`config.mk`:
```
export PLATFORM = sky130hd
export DESIGN_NAME = round_robin_thread_scheduler
export DESIGN_NICKNAME = d
export VERILOG_FILES = /design/src/sv/rrts_pkg.sv /design/src/sv/rrts_ram.sv /design/src/sv/round_robin_thread_scheduler.sv
export SDC_FILE = /design/constraint.sdc
export NUM_CORES = 1
export LEC_CHECK = 0
export BUFFER_PORTS_ARGS = -buffer_cell sky130_fd_sc_hd__buf_2
export CAP_MARGIN = 20
export CORE_MARGIN = 2
export CORE_UTILIZATION = 54
export DETAILED_ROUTE_END_ITERATION = 12
export GPL_TIMING_DRIVEN = 0
export PLACE_DENSITY = 0.7
export SLEW_MARGIN = 30
export SYNTH_ARGS = -nofsm -noshare
export SYNTH_HDL_FRONTEND = slang
export SYNTH_SLANG_ARGS = --single-unit
```
`constraint.sdc`:
```
create_clock -name clk -period 8.17 [get_ports clk]
set_clock_uncertainty 0.1 [all_clocks]
set_input_delay 1.2255 -clock clk [delete_from_list [all_inputs] [get_ports clk]]
set_output_delay 1.2255 -clock clk [all_outputs]
set_load 0.02 [all_outputs]
```
`src/sv/rrts_pkg.sv`:
```
`timescale 1ns / 1ps
// ----------------------------------------------------------------------------
// rrts_pkg
// shared constants and types for the round-robin thread scheduler
// ----------------------------------------------------------------------------
package rrts_pkg;

  localparam int NUM_SLOTS_DEF = 16;

  localparam logic [2:0] FN_ADD   = 3'd0;
  localparam logic [2:0] FN_KILL  = 3'd1;
  localparam logic [2:0] FN_SLEEP = 3'd2;
  localparam logic [2:0] FN_YIELD = 3'd3;
  localparam logic [2:0] FN_TICK  = 3'd4;

  typedef enum logic [1:0] {
    ST_FREE   = 2'd0,
    ST_ACTIVE = 2'd1,
    ST_SLEEP  = 2'd2
  } slot_st_t;

endpackage

```
`src/sv/rrts_ram.sv`:
```
`timescale 1ns / 1ps
// ----------------------------------------------------------------------------
// rrts_ram
// single-port synchronous ram, registered read
// ----------------------------------------------------------------------------
module rrts_ram #(
  parameter int DEPTH = 16,
  parameter int WIDTH = 32
) (
  input  logic                     clk,
  input  logic                     we,
  input  logic [$clog2(DEPTH)-1:0] addr,
  input  logic [WIDTH-1:0]         wdata,
  output logic [WIDTH-1:0]         rdata
);

  logic [WIDTH-1:0] mem [DEPTH];

  always_ff @(posedge clk) begin
    if (we) begin
      mem[addr] <= wdata;
    end
    rdata <= mem[addr];
  end

endmodule

```
`src/sv/round_robin_thread_scheduler.sv`:
```
`timescale 1ns / 1ps
// ----------------------------------------------------------------------------
// round_robin_thread_scheduler
// slot ring scheduler; link and id memories, the walk visits one slot at a time
// walk: a read then a check per slot followed on the link ram, at most NUM_SLOTS slots
// one item at a time: in_ready only in idle, after the result beat is taken
// reset: synchronous active low, all slots free, counters zero, no sweep
// ----------------------------------------------------------------------------
module round_robin_thread_scheduler #(
  parameter int NUM_SLOTS = rrts_pkg::NUM_SLOTS_DEF
) (
  input  logic        clk,
  input  logic        rst_n,
  input  logic        in_valid,
  output logic        in_ready,
  input  logic [2:0]  in_func,
  input  logic [31:0] in_sleep_ticks,
  output logic        out_valid,
  input  logic        out_ready,
  output logic        out_ok,
  output logic [3:0]  out_running_slot,
  output logic [31:0] out_running_id,
  output logic        out_none_ready,
  output logic [4:0]  out_live_count
);

  localparam int AW = $clog2(NUM_SLOTS);
  localparam int CW = $clog2(NUM_SLOTS + 1);

  typedef enum logic [3:0] {
    S_IDLE, S_ADD_RD, S_ADD_W1, S_ADD_W2, S_ADD_W3, S_KILL_RD, S_KILL_W1,
    S_KILL_W2, S_TICK, S_WALK_RD, S_WALK_CHK, S_ID_RD, S_ID_WT, S_OUT
  } state_t;

  state_t state_r;
  rrts_pkg::slot_st_t status_r [NUM_SLOTS];
  logic [31:0] sleep_r [NUM_SLOTS];
  logic [AW-1:0] running_r, last_r, cur_r, tmp_r, aux_r, free_s;
  logic [CW-1:0] total_r, walk_r;
  logic [31:0] idc_r;
  logic        free_found;
  logic        ok_r;

  // link rams: next and prev, one port each
  logic          nx_we, pv_we, id_we;
  logic [AW-1:0] nx_a, pv_a, id_a, nx_wd, pv_wd, nx_rd, pv_rd;
  logic [31:0]   id_rd;

  rrts_ram #(.DEPTH(NUM_SLOTS), .WIDTH(AW)) u_next (
    .clk(clk), .we(nx_we), .addr(nx_a), .wdata(nx_wd), .rdata(nx_rd));
  rrts_ram #(.DEPTH(NUM_SLOTS), .WIDTH(AW)) u_prev (
    .clk(clk), .we(pv_we), .addr(pv_a), .wdata(pv_wd), .rdata(pv_rd));
  rrts_ram #(.DEPTH(NUM_SLOTS), .WIDTH(32)) u_id (
    .clk(clk), .we(id_we), .addr(id_a), .wdata(idc_r), .rdata(id_rd));

  always_comb begin
    free_s     = '0;
    free_found = 1'b0;
    for (int i = NUM_SLOTS - 1; i >= 0; i--) begin
      if (status_r[i] == rrts_pkg::ST_FREE) begin
        free_s     = AW'(i);
        free_found = 1'b1;
      end
    end
  end

  always_comb begin
    nx_we = 1'b0; pv_we = 1'b0; id_we = 1'b0;
    nx_a  = cur_r; pv_a = cur_r; id_a = running_r;
    nx_wd = '0; pv_wd = '0;
    unique case (state_r)
      S_ADD_RD:   nx_a = last_r;
      S_ADD_W1: begin
        nx_we = 1'b1; nx_a = cur_r; nx_wd = (total_r == '0) ? cur_r : nx_rd;
        pv_we = 1'b1; pv_a = cur_r; pv_wd = (total_r == '0) ? cur_r : last_r;
        id_we = 1'b1; id_a = cur_r;
      end
      S_ADD_W2: begin
        pv_we = 1'b1; pv_a = tmp_r; pv_wd = cur_r;
        nx_we = 1'b1; nx_a = last_r; nx_wd = cur_r;
      end
      S_KILL_RD: begin
        nx_a = running_r; pv_a = running_r;
      end
      S_KILL_W1: begin
        nx_we = 1'b1; nx_a = pv_rd; nx_wd = nx_rd;
        pv_we = 1'b1; pv_a = nx_rd; pv_wd = pv_rd;
      end
      S_WALK_RD:  nx_a = cur_r;
      default: ;
    endcase
  end

  assign in_ready  = (state_r == S_IDLE);
  assign out_valid = (state_r == S_OUT);

  always_ff @(posedge clk) begin
    if (!rst_n) begin
      state_r   <= S_IDLE;
      running_r <= '0;
      last_r    <= '0;
      total_r   <= '0;
      idc_r     <= '0;
      for (int i = 0; i < NUM_SLOTS; i++) begin
        status_r[i] <= rrts_pkg::ST_FREE;
      end
    end else begin
      unique case (state_r)
        S_IDLE: if (in_valid) begin
          ok_r   <= 1'b1;
          cur_r  <= running_r;
          walk_r <= '0;
          priority if (in_func == rrts_pkg::FN_ADD) begin
            if (total_r == '0) begin
              cur_r <= '0; state_r <= S_ADD_W1;
            end else if (free_found) begin
              cur_r <= free_s; state_r <= S_ADD_RD;
            end else begin
              ok_r <= 1'b0; state_r <= S_ID_RD;
            end
          end else if (in_func == rrts_pkg::FN_KILL ||
                       in_func == rrts_pkg::FN_SLEEP) begin
            if (total_r == '0 || status_r[running_r] == rrts_pkg::ST_FREE) begin
              ok_r <= 1'b0; state_r <= S_ID_RD;
            end else if (in_func == rrts_pkg::FN_KILL) begin
              state_r <= S_KILL_RD;
            end else begin
              if (in_sleep_ticks != '0) begin
                sleep_r[running_r]  <= in_sleep_ticks;
                status_r[running_r] <= rrts_pkg::ST_SLEEP;
              end
              state_r <= S_WALK_RD;
            end
          end else if (in_func == rrts_pkg::FN_YIELD) begin
            if (total_r == '0) begin
              ok_r <= 1'b0; state_r <= S_ID_RD;
            end else begin
              state_r <= S_WALK_RD;
            end
          end else if (in_func == rrts_pkg::FN_TICK) begin
            tmp_r <= '0; state_r <= S_TICK;
          end else begin
            ok_r <= 1'b0; state_r <= S_ID_RD;
          end
        end
        S_ADD_RD: state_r <= S_ADD_W1;
        S_ADD_W1: begin
          tmp_r <= nx_rd;
          status_r[cur_r] <= rrts_pkg::ST_ACTIVE;
          sleep_r[cur_r]  <= '0;
          idc_r   <= idc_r + 32'd1;
          total_r <= total_r + CW'(1);
          if (total_r == '0) begin
            running_r <= cur_r; last_r <= cur_r; state_r <= S_ID_RD;
          end else begin
            state_r <= S_ADD_W2;
          end
        end
        S_ADD_W2: begin
          last_r <= cur_r; state_r <= S_ID_RD;
        end
        S_KILL_RD: state_r <= S_KILL_W1;
        S_KILL_W1: begin
          if (last_r == running_r) last_r <= pv_rd;
          status_r[running_r] <= rrts_pkg::ST_FREE;
          total_r <= total_r - CW'(1);
          cur_r   <= running_r;
          state_r <= (total_r == CW'(1)) ? S_ID_RD : S_KILL_W2;
        end
        // extra state so the walk reads the repaired link
        S_KILL_W2: state_r <= S_WALK_RD;
        S_TICK: begin
          if (status_r[tmp_r] == rrts_pkg::ST_SLEEP) begin
            sleep_r[tmp_r] <= sleep_r[tmp_r] - 32'd1;
            if (sleep_r[tmp_r] == 32'd1) status_r[tmp_r] <= rrts_pkg::ST_ACTIVE;
          end
          tmp_r <= tmp_r + AW'(1);
          if (32'(tmp_r) == NUM_SLOTS - 1) begin
            state_r <= S_ID_RD;
            if (total_r != '0) begin
              if (status_r[running_r] == rrts_pkg::ST_SLEEP) begin
                if (!(tmp_r == running_r && sleep_r[tmp_r] == 32'd1))
                  state_r <= S_WALK_RD;
              end else if (status_r[running_r] != rrts_pkg::ST_ACTIVE) begin
                state_r <= S_WALK_RD;
              end
            end
          end
        end
        S_WALK_RD: state_r <= S_WALK_CHK;
        S_WALK_CHK: begin
          cur_r  <= nx_rd;
          walk_r <= walk_r + CW'(1);
          if (status_r[nx_rd] == rrts_pkg::ST_ACTIVE) begin
            running_r <= nx_rd; state_r <= S_ID_RD;
          end else if (walk_r == CW'(NUM_SLOTS - 1)) begin
            state_r <= S_ID_RD;
          end else begin
            state_r <= S_WALK_RD;
          end
        end
        S_ID_RD: state_r <= S_ID_WT;
        S_ID_WT: begin
          aux_r   <= running_r;
          state_r <= S_OUT;
        end
        S_OUT: if (out_ready) state_r <= S_IDLE;
        default: state_r <= S_IDLE;
      endcase
    end
  end

  assign out_ok           = ok_r;
  assign out_running_slot = 4'(aux_r);
  assign out_running_id   = (status_r[aux_r] == rrts_pkg::ST_FREE) ? 32'd0 : id_rd;
  assign out_none_ready   = (status_r[aux_r] != rrts_pkg::ST_ACTIVE);
  assign out_live_count   = 5'(total_r);

endmodule

```
==> metrics.md, run 1 <==
| Metric | Value |
|---|---|
| Aggregate global-route resource usage | `27.6%` |
| Crit path buffers/inverters | `6` |
| Flop-to-flop setup slack | `2.23 ns` |
| Number of antenna violations at the first check in global routing | `2` |
| CP max FO | `12` |
| Placement Setup Slack | `2.28 ns` |
| Number of DRC violations after detailed-routing iteration 0 | `3952` |
| Clock insertion delay at the later pin of the skew report | `0.77 ns` |
| List of cells traversed by the critical path | `buf_2, buf_2, buf_1, a311oi_1, a211o_1, nand3_1, nand4_1, buf_2, nor3_1, nand2_1, a21oi_4, buf_16, buf_8` |
| Vias/cell | `6.49` |
| Count of cell types in the netlist | `85` |
| Die Footprint | `101000 um^2` |
| Synthesized netlist net count | `3096` |
| Actual slew at the worst max-slew pin | `1.00 ns` |
| Final setup violation count | `0` |
| Most frequent cells in the layout | `1202 x sky130_fd_sc_hd__edfxtp_1, 271 x sky130_fd_sc_hd__mux4_2, 163 x sky130_fd_sc_hd__nand2_1` |
| Yosys Warn Count | `0` |
| Synth Flop Type | `sky130_fd_sc_hd__edfxtp_1` |
| Total cell area at the placement stage | `57500 um^2` |
| Die height | `318 um` |
| Num CTS Buffers | `132` |
| Post-cts gate resize count | `0` |
| Mean Syn Cell Area | `17.5 um^2` |
| I/O pin total | `84` |
| Post-synthesis async set-or-reset flop share | `0%` |
| Instance count of the mapped netlist | `3048` |
| Post-route antenna net violation count | `0` |
| Leakage power | `20.5 nW` |
| Worst hold path cell count | `2` |
| Number of flip-flops and latches in the synthesized netlist | `1303` |
| Achievable clock frequency | `0.168 GHz` |
| DR pass1 iterations | `6` |
| Clock Root Buffer | `sky130_fd_sc_hd__clkbuf_16` |
| Area of the placeable core | `98100 um^2` |
| GR Overflow Total | `0` |
| Number of max-slew violations in the final report | `0` |
| Count of standard-cell rows | `115` |
| Proportion of synthesized chip area in sequential cells | `71.4%` |
| Arrival time of the worst setup path | `6.28 ns` |
| Starting density of the core | `54.4%` |
| Wire length after detailed routing | `140 mm` |
| Pin count of the biggest net entering global routing | `26` |
| Die boundary width | `318 um` |
| Syn Std Cell Area | `53400 um^2` |
| Worst Setup Path Type | `reg2reg` |
| CTS tree | `built` |
| Max IR drop VDD | `214 uV` |
| Final critical-path required period | `5.94 ns` |
| Non-Filler Cell Area, Final | `61900 um^2` |
| Result of the run | `complete, no violations` |
| Critical Path Sink Type | `flop` |
| Wire per inst | `29.4 um` |
| Unrepaired setup endpoints after global routing | `false` |
| Post-cts hold buffer count | `0` |
| Hold/Removal Path Class | `reg2reg` |
| Most frequent standard cell in the layout excluding fill and tap cells | `sky130_fd_sc_hd__edfxtp_1` |
| CP max stage cell | `sky130_fd_sc_hd__buf_1` |
| Cell mode on critical path | `sky130_fd_sc_hd__buf_2` |
| Largest stage delay on the critical path | `0.71 ns` |
| Number of hold violations in the final report | `0` |
| Worst-case clock buffer depth | `3` |
| Total via count in the routed design | `30800` |
| H-tree depth | `4` |
| Worst path setup slack after routing | `2.23 ns` |
| Dominant delay contributor by cell family on the critical path | `buffers and inverters` |
| Required time at the endpoint of the critical path | `8.51 ns` |
| Via count of the first global-routing pass | `31200` |
| IO Port Bufs | `82` |
| Critical path startpoint category | `flop` |
| DRC errors left | `0` |
| Number of enable-type register cells in the synthesized netlist | `1202` |
| Antenna fix cells | `0` |
| Post-CTS repair timing setup buffer count | `0` |
| Clock input transition at the sequential cells of the worst setup and hold paths | `0.07 ns` |
| Proportion of layout cells with a drive suffix above 1 | `22.9%` |
| NumNets Final | `3396` |
| Post-route fraction of the period consumed by the critical path | `72.6%` |
| Worst relative slew slack | `33.2%` |
| First-pass GRT wire length | `205 mm` |
| Number of maximum-capacitance violations | `0` |
| Area growth from synthesis to final layout | `16.0%` |
| Clock tree sinks | `1303` |
| Gp weighted congestion | `0.898` |
| Total stage count of the critical path | `13` |
| R2R cell count | `13` |
| Hpwl dp | `93.6 mm` |
| Total power divided by cell area | `329 nW/um^2` |
[flip-flops by register name, indices dropped and copies added (netlist names), 4 cells and up, named ones only]
| register | count |
|---|---|
| cur_r | 4 |
| u_next.rdata | 4 |
| state_r | 4 |
| u_id.rdata | 32 |
| walk_r | 5 |
| last_r | 4 |
| running_r | 4 |
| sleep_r | 512 |
| out_live_count | 5 |
| idc_r | 32 |
| out_running_slot | 4 |
| u_prev.mem | 64 |
| u_prev.rdata | 4 |
| status_r | 32 |
| u_id.mem | 512 |
| u_next.mem | 64 |
| tmp_r | 4 |
[Yosys cell counts, drive strengths merged (14+ instances only)]
cell    instances  area share (%)
a21oi          56            0.52
a22oi         104             1.5
buf            76            0.93
clkbuf         94            0.66
dfxtp         101             3.8
edfxtp       1202              68
inv            37            0.26
mux2i         147             2.8
mux4          271              11
nand2         163             1.1
nand3         114             1.1
nand3b         14            0.20
nand4          22            0.26
nor2          165             1.2
nor2b          57            0.67
nor3           26            0.24
nor3b          17            0.24
nor4           15            0.22
o211ai         14            0.30
o21ai          73            0.69
o22ai          22            0.26
xnor2          33            0.54
xor2           37            0.61
[layer usage]
layer	up-vias	part of all wire [%]	GRT usage, %
met3	297	7.8	4.80
met4	4	3.4	9.68
met5	-	0.016	0
li1	12900	-	-
met1	16000	38	36.4
met2	1561	50	46.7
[worst paths after layout]
kind,startpoint,endpoint
worst max-delay path,flop,sleep_r[2][27]$_DFFE_PP_
worst min register to register,out_running_slot[1]$_DFFE_PP_,flop
worst max register to register,flop,sleep_r[2][27]$_DFFE_PP_
worst min-delay path,out_running_slot[1]$_DFFE_PP_,flop
[layout make-up]
| type | count | area [um^2] |
|---|---|---|
| buffer | 170 | 868 |
| clock buffer | 162 | 3500 |
| clock inverter | 81 | 751 |
| fill | 6735 | 36200 |
| inverter | 38 | 143 |
| multi-input combinational | 1537 | 14700 |
| sequential | 1303 | 38100 |
| tap | 1287 | 1610 |
| timing repair buffer | 166 | 2210 |
[logic make-up after synthesis]
group | Yosys count | synth area share [%]
buffers and inverters | 208 | 1.85
AOI/OAI and AO/OA | 369 | 4.84
muxes | 428 | 14.4
and+or+nand+nor | 660 | 6.15
DFF | 1303 | 71.4
xor gates and xnor gates | 70 | 1.15
adders and majority gates | 10 | 0.230
[per-stage QoR]
step,hold slack (ns),power [mW],cells,TNS [ns],utilization (%)
3_5_place_dp,0.373,14.5,4499,0,58.6
6_report,0.385,20.4,4744,0,63.1
4_1_cts,0.388,20.3,4742,0,63.0
5_1_grt,0.415,21.1,4744,0,63.1
2_1_floorplan,0.341,12.4,3048,0,-
3_3_place_gp,0.373,14.2,4417,-114.33,56.5
[report_power, final]
| group | internal (mW) | switching [mW] | leakage (nW) |
|---|---|---|---|
| combinational | 2.49 | 3.92 | 6.57 |
| clock | 3.34 | 2.57 | 2.07 |
| sequential | 7.88 | 0.186 | 11.9 |
| total | 13.7 | 6.68 | 20.5 |
[worst register-to-register path, cell delays in order (launching register included)]
cell	delay (ns)
sky130_fd_sc_hd__dfxtp_1	0.45
sky130_fd_sc_hd__buf_2	0.38
sky130_fd_sc_hd__buf_2	0.39
sky130_fd_sc_hd__buf_1	0.71
sky130_fd_sc_hd__a311oi_1	0.21
sky130_fd_sc_hd__a211o_1	0.30
sky130_fd_sc_hd__nand3_1	0.14
sky130_fd_sc_hd__nand4_1	0.46
sky130_fd_sc_hd__buf_2	0.40
sky130_fd_sc_hd__nor3_1	0.70
sky130_fd_sc_hd__nand2_1	0.28
sky130_fd_sc_hd__a21oi_4	0.60
sky130_fd_sc_hd__buf_16	0.25
sky130_fd_sc_hd__buf_8	0.22
No activity file was read; power rests on OpenSTA's default activity.
==> run 2: changes to the inputs <==
==> constraint.sdc (replaced) <==
create_clock -name clk -period 5.8 [get_ports clk]
set_clock_uncertainty 0.1 [all_clocks]
set_input_delay 0.87 -clock clk [delete_from_list [all_inputs] [get_ports clk]]
set_output_delay 0.87 -clock clk [all_outputs]
set_load 0.02 [all_outputs]
==> run 2 against run 1 <==
Effect of this change: wire length fell by 0.29%; core utilization barely moved; register-to-register slack got worse by 2.1 ns; combinational power rose by 41%; non-clock buffer count fell by 1; sequential share of layout area barely moved; die area did not move; total power rose by 41%; critical endpoint is now sleep_r[15][22]$_DFFE_PP_; highest routed layer unchanged.
==> metrics.md, run 2 (synthesized netlist as in run 1, its figures left out) <==
| Metric | Value |
|---|---|
| Total via count in the routed design | `30700 (was 30800)` |
| Placement Setup Slack | `-0.0876 ns (was 2.28 ns)` |
| Required time at the endpoint of the critical path | `6.20 ns (was 8.51 ns)` |
| H-tree depth | `4 (unchanged)` |
| DRC errors left | `0 (unchanged)` |
| Post-cts gate resize count | `2 (was 0)` |
| Most frequent cells in the layout | `1202 x sky130_fd_sc_hd__edfxtp_1, 271 x sky130_fd_sc_hd__mux4_2, 163 x sky130_fd_sc_hd__nand2_1 (unchanged)` |
| DR pass1 iterations | `5 (was 6)` |
| Die Footprint | `101000 um^2 (unchanged)` |
| Total chip power | `28.7 mW (was 20.4 mW)` |
| Via count of the first global-routing pass | `31200 (unchanged)` |
| Starting density of the core | `54.4% (unchanged)` |
| Non-Filler Cell Area, Final | `61900 um^2 (about the same)` |
| Clock tree sinks | `1303 (unchanged)` |
| Area growth from synthesis to final layout | `16.0% (about the same)` |
| Worst relative slew slack | `33.5% (was 33.2%)` |
| IO Port Bufs | `82 (unchanged)` |
| CP max FO | `11 (was 12)` |
| Final critical-path required period | `5.65 ns (was 5.94 ns)` |
| Count of standard-cell rows | `115 (unchanged)` |
| Pin count of the biggest net entering global routing | `26 (unchanged)` |
| Vias/cell | `6.47 (was 6.49)` |
| Number of maximum-capacitance violations | `0 (unchanged)` |
| Proportion of layout cells with a drive suffix above 1 | `23.0% (was 22.9%)` |
| Clock insertion delay at the later pin of the skew report | `0.77 ns (about the same)` |
| Leakage power | `20.5 nW (about the same)` |
| Hpwl dp | `93.6 mm (unchanged)` |
| Result of the run | `complete, no violations (unchanged)` |
| Area of the placeable core | `98100 um^2 (unchanged)` |
| GR Overflow Total | `0 (unchanged)` |
| Critical Path Sink Type | `flop (unchanged)` |
| Num CTS Buffers | `132 (unchanged)` |
| Critical path startpoint category | `flop (unchanged)` |
| First-pass GRT wire length | `205 mm (about the same)` |
| Worst-case clock buffer depth | `3 (unchanged)` |
| Hold/Removal Path Class | `reg2reg (unchanged)` |
| Wire length after detailed routing | `139 mm (was 140 mm)` |
| Placed insts | `4499 (unchanged)` |
| Final setup violation count | `0 (unchanged)` |
| Wire per inst | `29.3 um (was 29.4 um)` |
| Achievable clock frequency | `0.177 GHz (was 0.168 GHz)` |
| Worst-case hold slack | `0.383 ns (was 0.385 ns)` |
| Post-CTS repair timing setup buffer count | `0 (unchanged)` |
| Clock input transition at the sequential cells of the worst setup and hold paths | `0.07 ns (about the same)` |
| Clock Root Buffer | `sky130_fd_sc_hd__clkbuf_16 (unchanged)` |
| Arrival time of the worst setup path | `6.04 ns (was 6.28 ns)` |
| Most frequent standard cell in the layout excluding fill and tap cells | `sky130_fd_sc_hd__edfxtp_1 (unchanged)` |
| I/O pin total | `84 (unchanged)` |
| Gp weighted congestion | `0.898 (unchanged)` |
| Number of hold violations in the final report | `0 (unchanged)` |
| Aggregate global-route resource usage | `27.6% (unchanged)` |
| CTS tree | `built (unchanged)` |
| Worst path setup slack after routing | `0.155 ns (was 2.23 ns)` |
| Total cell area at the placement stage | `57500 um^2 (unchanged)` |
| Utilization of the core after routing | `63.1% (about the same)` |
| Post-cts hold buffer count | `0 (unchanged)` |
| Number of non-filler instances in the completed layout | `4743 (was 4744)` |
| Die height | `318 um (unchanged)` |
| Worst Setup Path Type | `reg2reg (unchanged)` |
| Antenna fix cells | `0 (unchanged)` |
| Total power divided by cell area | `463 nW/um^2 (was 329 nW/um^2)` |
| Number of antenna violations at the first check in global routing | `2 (unchanged)` |
| Unrepaired setup endpoints after global routing | `false (unchanged)` |
| NumNets Final | `3395 (was 3396)` |
| Die boundary width | `318 um (unchanged)` |
| Summed negative setup slack over all endpoints | `0 ns (unchanged)` |
| Number of max-slew violations in the final report | `0 (unchanged)` |
| Number of DRC violations after detailed-routing iteration 0 | `3998 (was 3952)` |
| Registers with the most flip-flops | `sleep_r: 512 flops, u_id.mem: 512 flops (unchanged)` |
| Post-route antenna net violation count | `0 (unchanged)` |
| Post-route fraction of the period consumed by the critical path | `97.3% (was 72.6%)` |
| Launch instance of the worst min-delay path | `out_running_slot[1]$_DFFE_PP_ (unchanged)` |
| Actual slew at the worst max-slew pin | `0.994 ns (was 1.00 ns)` |
| Max IR drop VDD | `300 uV (was 214 uV)` |
run 2: critical path, cell delays in order, from the launching register on:
cell                       delay [ns]
sky130_fd_sc_hd__dfxtp_1         0.31
sky130_fd_sc_hd__buf_2           0.27
sky130_fd_sc_hd__buf_2           0.34
sky130_fd_sc_hd__buf_2           0.37
sky130_fd_sc_hd__buf_4           0.31
sky130_fd_sc_hd__buf_2           0.32
sky130_fd_sc_hd__o311ai_0        0.19
sky130_fd_sc_hd__o311ai_0        0.14
sky130_fd_sc_hd__nand3_1         0.20
sky130_fd_sc_hd__nand4_1         0.46
sky130_fd_sc_hd__buf_2           0.36
sky130_fd_sc_hd__nand2_1         0.10
sky130_fd_sc_hd__nor2_2          0.58
sky130_fd_sc_hd__buf_2           0.56
sky130_fd_sc_hd__a21oi_4         0.18
sky130_fd_sc_hd__buf_8           0.21
sky130_fd_sc_hd__buf_16          0.16
sky130_fd_sc_hd__buf_16          0.16
run 2: layout make-up:
| cell class | instances | area (um^2) |
|---|---|---|
| plain buffers | 169 | 865 |
| clock buffers | 162 | 3500 |
| clock inverters | 81 | 751 |
| fillers | 6734 | 36200 |
| inverters | 38 | 143 |
| multi-input cells | 1537 | 14700 |
| flip-flops and latches | 1303 | 38100 |
| well taps | 1287 | 1610 |
| repair buffers | 166 | 2210 |
run 2: worst paths after layout:
kind / to / slack [ns] / cells after the start
max: sleep_r[15][22]$_DFFE_PP_ / 0.15 / 17
min: flop / 0.38 / 2
max reg2reg: sleep_r[15][22]$_DFFE_PP_ / 0.15 / 17
min reg2reg: flop / 0.38 / 2
run 2: power by group:
part,total [mW],leakage (nW),internal (mW),switching [mW]
Combinational,9.01,6.58,3.51,5.50
Clock,8.32,2.07,4.71,3.61
Sequential,11.4,11.9,11.1,0.262
run 2: metal layers:
metal  share of wire, %  GRT usage, %
met3                7.9          4.77
met5              0.017             0
met1                 38          36.4
met2                 50          46.6
met4                3.4          9.69
